## src/sv/assert_macros.svh

```systemverilog
// Assertion macros shared by the list engine RTL.
`ifndef ASSERT_MACROS_SVH
`define ASSERT_MACROS_SVH

// Property must hold at every clock edge outside reset.
`define BLE_ASSERT(lbl, prop, msg) \
  lbl: assert property (@(posedge clk) disable iff (rst) (prop)) else $error(msg);

// Antecedent implies consequent, checked outside reset.
`define BLE_ASSERT_IMPL(lbl, ante, cons, msg) \
  lbl: assert property (@(posedge clk) disable iff (rst) (ante) |-> (cons)) else $error(msg);

// Antecedent implies consequent in the next cycle, checked outside reset.
`define BLE_ASSERT_NEXT(lbl, ante, cons, msg) \
  lbl: assert property (@(posedge clk) disable iff (rst) (ante) |=> (cons)) else $error(msg);

`endif

```

## src/sv/ble_pkg.sv

```systemverilog
// Types and constants of the bounded list engine.
package ble_pkg;

  localparam int CAPACITY_DEF  = 64;
  localparam int WORD_BITS_DEF = 32;
  localparam int ACTION_W      = 4;
  localparam int POS_W         = 7;
  localparam int DATA_W        = 32;

  typedef enum logic [ACTION_W-1:0] {
    ACT_INS_FRONT = 4'd0,
    ACT_INS_BACK  = 4'd1,
    ACT_INS_AT    = 4'd2,
    ACT_REM_FRONT = 4'd3,
    ACT_REM_BACK  = 4'd4,
    ACT_REM_AT    = 4'd5,
    ACT_SEARCH    = 4'd6,
    ACT_SELECT    = 4'd7,
    ACT_REPLACE   = 4'd8
  } action_t;

  typedef enum logic [2:0] {
    ST_IDLE,
    ST_MOVE,
    ST_PUT,
    ST_SCAN,
    ST_SEL_GET,
    ST_DONE
  } state_t;

endpackage

```

## src/sv/ble_ram.sv

```systemverilog
// Generic single-write, single-read RAM with registered read data.
module ble_ram #(
  parameter int WIDTH = 32,
  parameter int DEPTH = 64
) (
  input  logic                     clk,
  input  logic                     we,
  input  logic [$clog2(DEPTH)-1:0] waddr,
  input  logic [WIDTH-1:0]         wdata,
  input  logic [$clog2(DEPTH)-1:0] raddr,
  output logic [WIDTH-1:0]         rdata
);

  logic [WIDTH-1:0] mem [DEPTH];

  always_ff @(posedge clk) begin
    if (we) begin
      mem[waddr] <= wdata;
    end
    rdata <= mem[raddr];
  end

endmodule

```

## src/sv/bounded_list_engine_top.sv

```systemverilog
// Bounded ordered list engine: sequencer over one entry RAM.
//
//  channel | signals                                   | dir
//  --------+-------------------------------------------+-----
//  in      | in_valid, in_ready, action, position,     | in
//          | data_value                                |
//  out     | out_valid, out_ready, ok, read_value,     | out
//          | found_position, entry_count, is_empty,    |
//          | is_full                                   |
//
// One request at a time; in_ready is high only while the sequencer is idle.
// Insert and remove shift one entry per cycle through the RAM (one read, one write port);
// an append, or a removal of the last entry, shifts nothing. Search streams one entry per cycle.
// A result beat may wait on out_ready; the next request is taken meanwhile.
// rst clears the count and control state; entry RAM is not cleared.
`include "assert_macros.svh"

module bounded_list_engine_top
  import ble_pkg::*;
#(
  parameter int CAPACITY_MAX = CAPACITY_DEF,
  parameter int WORD_BITS    = WORD_BITS_DEF
) (
  input  logic              clk,
  input  logic              rst,
  input  logic              in_valid,
  output logic              in_ready,
  input  logic [ACTION_W-1:0] action,
  input  logic [POS_W-1:0]  position,
  input  logic [DATA_W-1:0] data_value,
  output logic              out_valid,
  input  logic              out_ready,
  output logic              ok,
  output logic [DATA_W-1:0] read_value,
  output logic [POS_W-1:0]  found_position,
  output logic [POS_W-1:0]  entry_count,
  output logic              is_empty,
  output logic              is_full
);

  localparam int AW = $clog2(CAPACITY_MAX);
  localparam int CW = $clog2(CAPACITY_MAX + 1);
  localparam int XW = (CW > POS_W) ? CW : POS_W;

  state_t state, state_next;
  logic [CW-1:0]        count, count_next;
  logic [AW-1:0]        src, src_next;
  logic [AW-1:0]        last, last_next;
  logic [AW-1:0]        pend_addr, pend_addr_next;
  logic [AW-1:0]        put_addr, put_addr_next;
  logic                 pend, pend_next;
  logic                 active, active_next;
  logic                 grow, grow_next;
  logic [WORD_BITS-1:0] val_q, val_next;
  logic                 res_ok, res_ok_next;
  logic [DATA_W-1:0]    res_rd, res_rd_next;
  logic [CW-1:0]        res_found, res_found_next;

  logic                 ram_we;
  logic [AW-1:0]        ram_waddr;
  logic [WORD_BITS-1:0] ram_wdata;
  logic [AW-1:0]        ram_raddr;
  logic [WORD_BITS-1:0] ram_rdata;

  logic [WORD_BITS-1:0] word_in;
  logic [XW-1:0]        cnt_x, pos_x, cnt_m1x, ins_pos, rem_pos;
  logic [CW-1:0]        cnt_m1;
  logic                 ins_ok, rem_ok, pos_in_range, out_load;

  ble_ram #(
    .WIDTH(WORD_BITS),
    .DEPTH(CAPACITY_MAX)
  ) u_ram (
    .clk  (clk),
    .we   (ram_we),
    .waddr(ram_waddr),
    .wdata(ram_wdata),
    .raddr(ram_raddr),
    .rdata(ram_rdata)
  );

  assign word_in      = WORD_BITS'(data_value);
  assign cnt_x        = XW'(count);
  assign pos_x        = XW'(position);
  assign cnt_m1       = count - CW'(1);
  assign cnt_m1x      = cnt_x - XW'(1);
  assign pos_in_range = (pos_x < cnt_x);
  assign out_load     = (state == ST_DONE) && (!out_valid || out_ready);

  always_comb begin
    case (action_t'(action))
      ACT_INS_FRONT: ins_pos = '0;
      ACT_INS_BACK:  ins_pos = cnt_x;
      default:       ins_pos = pos_x;
    endcase
    case (action_t'(action))
      ACT_REM_FRONT: rem_pos = '0;
      ACT_REM_BACK:  rem_pos = cnt_m1x;
      default:       rem_pos = pos_x;
    endcase
  end

  assign ins_ok = (count != CW'(CAPACITY_MAX)) && (ins_pos <= cnt_x);
  assign rem_ok = (count != '0) && (rem_pos < cnt_x);

  always_comb begin
    state_next     = state;
    count_next     = count;
    src_next       = src;
    last_next      = last;
    pend_next      = pend;
    pend_addr_next = pend_addr;
    put_addr_next  = put_addr;
    active_next    = active;
    grow_next      = grow;
    val_next       = val_q;
    res_ok_next    = res_ok;
    res_rd_next    = res_rd;
    res_found_next = res_found;
    ram_we         = 1'b0;
    ram_waddr      = pend_addr;
    ram_wdata      = ram_rdata;
    ram_raddr      = src;
    in_ready       = (state == ST_IDLE);

    case (state)
      ST_IDLE: begin
        if (in_valid) begin
          val_next       = word_in;
          res_ok_next    = 1'b0;
          res_rd_next    = '0;
          res_found_next = '0;
          pend_next      = 1'b0;
          active_next    = 1'b0;
          state_next     = ST_DONE;
          case (action_t'(action))
            ACT_INS_FRONT, ACT_INS_BACK, ACT_INS_AT: begin
              if (ins_ok) begin
                res_ok_next   = 1'b1;
                put_addr_next = ins_pos[AW-1:0];
                if (ins_pos == cnt_x) begin
                  state_next = ST_PUT;
                end else begin
                  src_next    = cnt_m1[AW-1:0];
                  last_next   = ins_pos[AW-1:0];
                  grow_next   = 1'b1;
                  active_next = 1'b1;
                  state_next  = ST_MOVE;
                end
              end
            end
            ACT_REM_FRONT, ACT_REM_BACK, ACT_REM_AT: begin
              if (rem_ok) begin
                res_ok_next = 1'b1;
                if (rem_pos == cnt_m1x) begin
                  count_next = cnt_m1;
                end else begin
                  src_next    = rem_pos[AW-1:0] + AW'(1);
                  last_next   = cnt_m1[AW-1:0];
                  grow_next   = 1'b0;
                  active_next = 1'b1;
                  state_next  = ST_MOVE;
                end
              end
            end
            ACT_SEARCH: begin
              res_ok_next    = 1'b1;
              res_found_next = count;
              if (count != '0) begin
                src_next    = '0;
                last_next   = cnt_m1[AW-1:0];
                active_next = 1'b1;
                state_next  = ST_SCAN;
              end
            end
            ACT_SELECT: begin
              if (count != '0) begin
                ram_raddr   = pos_in_range ? pos_x[AW-1:0] : cnt_m1[AW-1:0];
                res_ok_next = pos_in_range;
                state_next  = ST_SEL_GET;
              end
            end
            ACT_REPLACE: begin
              if (pos_in_range) begin
                ram_we      = 1'b1;
                ram_waddr   = pos_x[AW-1:0];
                ram_wdata   = word_in;
                res_ok_next = 1'b1;
              end
            end
            default: begin
            end
          endcase
        end
      end
      ST_MOVE: begin
        ram_we = pend;
        if (active) begin
          ram_raddr      = src;
          pend_next      = 1'b1;
          pend_addr_next = grow ? src + AW'(1) : src - AW'(1);
          if (src == last) begin
            active_next = 1'b0;
          end else begin
            src_next = grow ? src - AW'(1) : src + AW'(1);
          end
        end else begin
          pend_next = 1'b0;
          if (grow) begin
            state_next = ST_PUT;
          end else begin
            count_next = cnt_m1;
            state_next = ST_DONE;
          end
        end
      end
      ST_PUT: begin
        ram_we     = 1'b1;
        ram_waddr  = put_addr;
        ram_wdata  = val_q;
        count_next = count + CW'(1);
        state_next = ST_DONE;
      end
      ST_SCAN: begin
        if (pend && (ram_rdata == val_q)) begin
          res_found_next = CW'(pend_addr);
          pend_next      = 1'b0;
          active_next    = 1'b0;
          state_next     = ST_DONE;
        end else if (active) begin
          ram_raddr      = src;
          pend_next      = 1'b1;
          pend_addr_next = src;
          if (src == last) begin
            active_next = 1'b0;
          end else begin
            src_next = src + AW'(1);
          end
        end else begin
          pend_next  = 1'b0;
          state_next = ST_DONE;
        end
      end
      ST_SEL_GET: begin
        res_rd_next = DATA_W'(ram_rdata);
        state_next  = ST_DONE;
      end
      ST_DONE: begin
        if (!out_valid || out_ready) begin
          state_next = ST_IDLE;
        end
      end
      default: begin
        state_next = ST_IDLE;
      end
    endcase
  end

  always_ff @(posedge clk) begin
    if (rst) begin
      state     <= ST_IDLE;
      count     <= '0;
      pend      <= 1'b0;
      active    <= 1'b0;
      out_valid <= 1'b0;
    end else begin
      state  <= state_next;
      count  <= count_next;
      pend   <= pend_next;
      active <= active_next;
      if (out_load) begin
        out_valid <= 1'b1;
      end else if (out_ready) begin
        out_valid <= 1'b0;
      end
    end
  end

  always_ff @(posedge clk) begin
    src       <= src_next;
    last      <= last_next;
    pend_addr <= pend_addr_next;
    put_addr  <= put_addr_next;
    grow      <= grow_next;
    val_q     <= val_next;
    res_ok    <= res_ok_next;
    res_rd    <= res_rd_next;
    res_found <= res_found_next;
    if (out_load) begin
      ok             <= res_ok;
      read_value     <= res_rd;
      found_position <= POS_W'(res_found);
      entry_count    <= POS_W'(count);
      is_empty       <= (count == '0);
      is_full        <= (count == CW'(CAPACITY_MAX));
    end
  end

  `BLE_ASSERT(a_count_bound, count <= CW'(CAPACITY_MAX), "count beyond capacity")
  `BLE_ASSERT_NEXT(a_busy_after_accept, in_valid && in_ready, !in_ready, "ready right after accept")
  `BLE_ASSERT_NEXT(a_idle_count_stable, in_ready && !in_valid, $stable(count), "count moved while idle")
  `BLE_ASSERT_IMPL(a_no_write_on_read, ram_we, state != ST_SCAN && state != ST_SEL_GET, "RAM write during read-only action")

endmodule
```

## config.mk

```make
export PLATFORM = sky130hd
export DESIGN_NAME = bounded_list_engine_top
export DESIGN_NICKNAME = d
export VERILOG_FILES = /design/src/sv/ble_pkg.sv /design/src/sv/ble_ram.sv /design/src/sv/bounded_list_engine_top.sv
export VERILOG_INCLUDE_DIRS = /design/src /design/src/sv
export SDC_FILE = /design/constraint.sdc
export NUM_CORES = 2
export LEC_CHECK = 0
export ABC_AREA = 1
export ABC_CLOCK_PERIOD_IN_PS = 8200
export BUFFER_PORTS_ARGS = -buffer_cell sky130_fd_sc_hd__clkbuf_2
export CORE_AREA = 2 2 472 474
export DETAILED_ROUTE_END_ITERATION = 10
export DIE_AREA = 0 0 474 476
export PLACE_DENSITY = 0.66
export SETUP_SLACK_MARGIN = 0.5
export SYNTH_ARGS = -nofsm -noshare
export SYNTH_HDL_FRONTEND = slang
export SYNTH_SLANG_ARGS = --single-unit
```

## constraint.sdc

```tcl
create_clock -name clk -period 8.2 [get_ports clk]
set_input_delay 0.41 -clock clk [delete_from_list [all_inputs] [get_ports clk]]
set_output_delay 0.41 -clock clk [all_outputs]
set_load 0.05 [all_outputs]
```

==> reports/qor.csv <==
stage,metric,value,unit
power_and_ir_drop,irDropWorstVdd,574,uV
synth,ys_seq_elements,2239,
clock_tree,cts_tree,done,
timing,fin_worst_skew,0.0376,ns
cells_and_area,stdcell_area,111000,sq um
cells_and_area,nets,9744,
critical_path,critPathSlowestCell,nor2_4,
die,die_area,226000,sq um
die,fp.dieW,474,um
critical_path,r2r-end,u_ram.mem[34][6],
critical_path,critPathCaptureType,flip-flop,
route,ant_nets,0,
die,rows,173,
placed_design,portBuffers,97,
clock_tree,clock_path_buffers,3,
synth,async_flop_share,0,%
cells_and_area,final_cell_mix,"2194 x edfxtp_1, 2187 x nand3_1, 2171 x nand2_1",
global_route,grt-ovfl-total,0,
critical_path,crit_path_max_incr_delay,1.23,ns
critical_path,rrSetupSlack,1.81,ns
clock_tree,cts-root-buf,clkbuf_16,
synth,syn_nets,9736,
critical_path,path_class,flip-flop to flip-flop,
synth,synth_cell_types,43,
route,drtIter0Drc,9448,
placed_design,dp_cells,12392,
power_and_ir_drop,power.density,339,nW/um^2
timing,finalMaxSlewViolations,0,
placed_design,placed_area,103000,sq um
cells_and_area,post-route-util,50.0,%
die,chipHeight,476,um
timing,rsz0062_at_grt,no,
clock_tree,cts_made_buffers,217,
global_route,grt_use_total,25.7,%
cells_and_area,drive_gt1_share,6.85,%
placed_design,hpwl,165000,um
synth,synth_top_cell_area_share,66.6,%
clock_tree,cts_sinks,2239,
cells_and_area,final_common_cell,edfxtp_1,
route,vias,69309,
synth,synth.avg_cell_area,10.2,sq um
timing,fin_tns_setup,0,ns
timing,hold_viol_final,0,
synth,syn_inst,9663,
critical_path,path_cells,inv_1 -> ha_1 -> nand2_1 -> inv_1 -> a21oi_1 -> nand2_1 -> nor3_2 -> inv_1 -> buf_4 -> a21oi_1 -> o21ai_0 -> nand2_1 -> o21ai_1 -> buf_4 -> nor2_1 -> nand3_1 -> nor2_4,
synth,synth_top_flop_cell,edfxtp_1,
global_route,grt_pass1_wl,428000,um
global_route,grt_pass1_vias,65894,
timing,timing.final.crit_share,77.9,%
critical_path,r2r_cells,17,
timing,clock.fmax,157,MHz
worst_hold_path,hp-start,in_valid,
worst_hold_path,hold_path_class,primary input to flip-flop,
synth,yosys_warnings,0,
power_and_ir_drop,leakage,0.0464,uW
power_and_ir_drop,totalPowerFinal,37500,uW
critical_path,cp_num_buf_inv,5,
critical_path,start_kind,flip-flop,
clock_tree,clk_pin_slew,0.06,ns
global_route,antenna_found_initial,12,
timing,setup_viol,0,
critical_path,cp.required,8.67,ns
timing,min_period,6.39,ns
synth,synth_area_leaders,"edfxtp_1 67%, nand3_1 11%, nand2_1 8.3%, inv_1 7.8%, buf_2 1.2%",
clock_tree,clk_latency,0.89,ns
clock_tree,h-tree-depth,4,
critical_path,cp.depth,17,
route,wl_per_cell,22.8,um
synth,netlist_area,98900,sq um
critical_path,path_max_fanout,66,
worst_hold_path,holdPathEnd,active,
critical_path,cp_top_family,simple AND/OR/NAND/NOR gates,
timing,slew-limit-headroom,10.7,%
global_route,grt_start_max_net_pins,126,
timing,worstMarginPinSlew,1.34,ns
route,vias_per_cell,5.40,
clock_tree,postCtsSetupBuffers,0,
synth,seq_area_frac_synth,67.6,%
die,io_pins,98,
die,core,221000,sq um
synth,yosysTopAreaCell,edfxtp_1,
outcome,status,completed,
critical_path,reg2reg_from,cnt_x[6],
critical_path,crit_arrival,6.86,ns
route,first_pass_iters,6,
cells_and_area,instances_no_fill,12829,
worst_hold_path,whs_path_depth,4,
synth,synth-edff-count,2194,
placed_design,globalplace.congestion,0.921,
run,maxCapViolCount,0,
die,start_util,44.7,%
route,drt_wl_total,293000,um
route,drc,0,
cells_and_area,synthToLayoutAreaGrowth,11.9,%
-- layout make-up --
cell class | instances | area, sq um
Fill cell | 19246 | 110000
Sequential cell | 2239 | 66800
Multi-Input combinational cell | 4861 | 23000
Inverter | 2064 | 7760
Clock buffer | 274 | 5750
Tap cell | 2975 | 3720
Timing Repair Buffer | 288 | 2370
Clock inverter | 123 | 1250
Antenna cell | 5 | 12.5
-- flip-flops by register name, indices dropped and copies added, names as in the netlist, 3 cells and up --
signal and cells:
u_ram.mem 2048, read_value 32, res_rd 32, u_ram.rdata 32, val_q 32, cnt_x 7, entry_count 7, found_position 7
res_found 7, last 6, pend_addr 6, put_addr 6, src 6, state 3
-- power breakdown --
part / switching (uW) / internal, uW / leakage, uW
Clock: 4370 / 5620 / 0.00340
Sequential: 318 / 16100 / 0.0203
Combinational: 9250 / 1870 / 0.0227
-- what timing repair did --
action / 4_1_cts / 5_1_grt
hold buffers: 35 / 0
resized for setup: 0 / 0
setup endpoints to repair: 0 / 0
hold endpoints to repair: 41 / 0
-- through the flow --
stage	setup WS, ns	hold WS [ns]
detailed placement	1.99	0.405
floorplan	2.27	0.400
finish	1.81	0.0640
global route	1.39	0.0966
CTS	1.99	0.00618
global placement	1.94	0.401
-- synthesized netlist by cell type, types with 2 or more instances --
cell	n
a211oi_1	3
a21oi_1	69
a22oi_1	4
buf_1	62
buf_2	228
buf_4	26
buf_6	5
clkbuf_1	178
clkinv_1	3
dfxtp_1	45
edfxtp_1	2194
ha_1	26
inv_1	2053
inv_2	8
nand2_1	2174
nand2_2	5
nand2_4	2
nand3_1	2189
nand3b_1	3
nand4_1	6
nor2_1	155
nor2_4	3
nor3_1	8
nor3b_1	2
nor4_1	3
o211ai_1	18
o21ai_0	97
o21ai_1	3
o221ai_1	22
o22ai_1	21
xnor2_1	16
xor2_1	21
-- layer usage --
layer	wire length [um]	track usage [%]
met5	6	0
met4	12900	11.6
met3	32700	5.77
met2	133000	39.9
met1	114000	34.5
-- how the worst max path moves through the flow --
stage             start                 to  slack (ns)
2_1_floorplan  state[1]     entry_count[0]        2.27
3_3_place_gp   cnt_x[6]   u_ram.mem[34][5]        1.94
3_5_place_dp   cnt_x[6]   u_ram.mem[34][0]        1.99
4_1_cts        cnt_x[6]  u_ram.mem[32][19]        1.99
5_1_grt        cnt_x[6]  u_ram.mem[34][20]        1.39
6_report       cnt_x[6]   u_ram.mem[34][6]        1.81
-- tightest hold or removal path, stage by stage --
cell and delay, ns:
clkbuf_2 0.20, a21oi_1 0.14, nand2_1 0.07, a21oi_1 0.05
-- kinds of logic (layout without fill, tap and decap cells) --
kind of cell,after synthesis,after routing,share of synthesized area [%]
other,0,5,0
flip-flops,2239,2239,67.6
adder cells (fa/ha/maj),26,26,0.329
buffers and inverters,2563,2749,10.2
AO/OA/AOI/OAI,245,245,1.45
AND/OR/NAND/NOR,4553,4553,20.2
XOR/XNOR,37,37,0.328
Power figures use the tool's default switching activity.
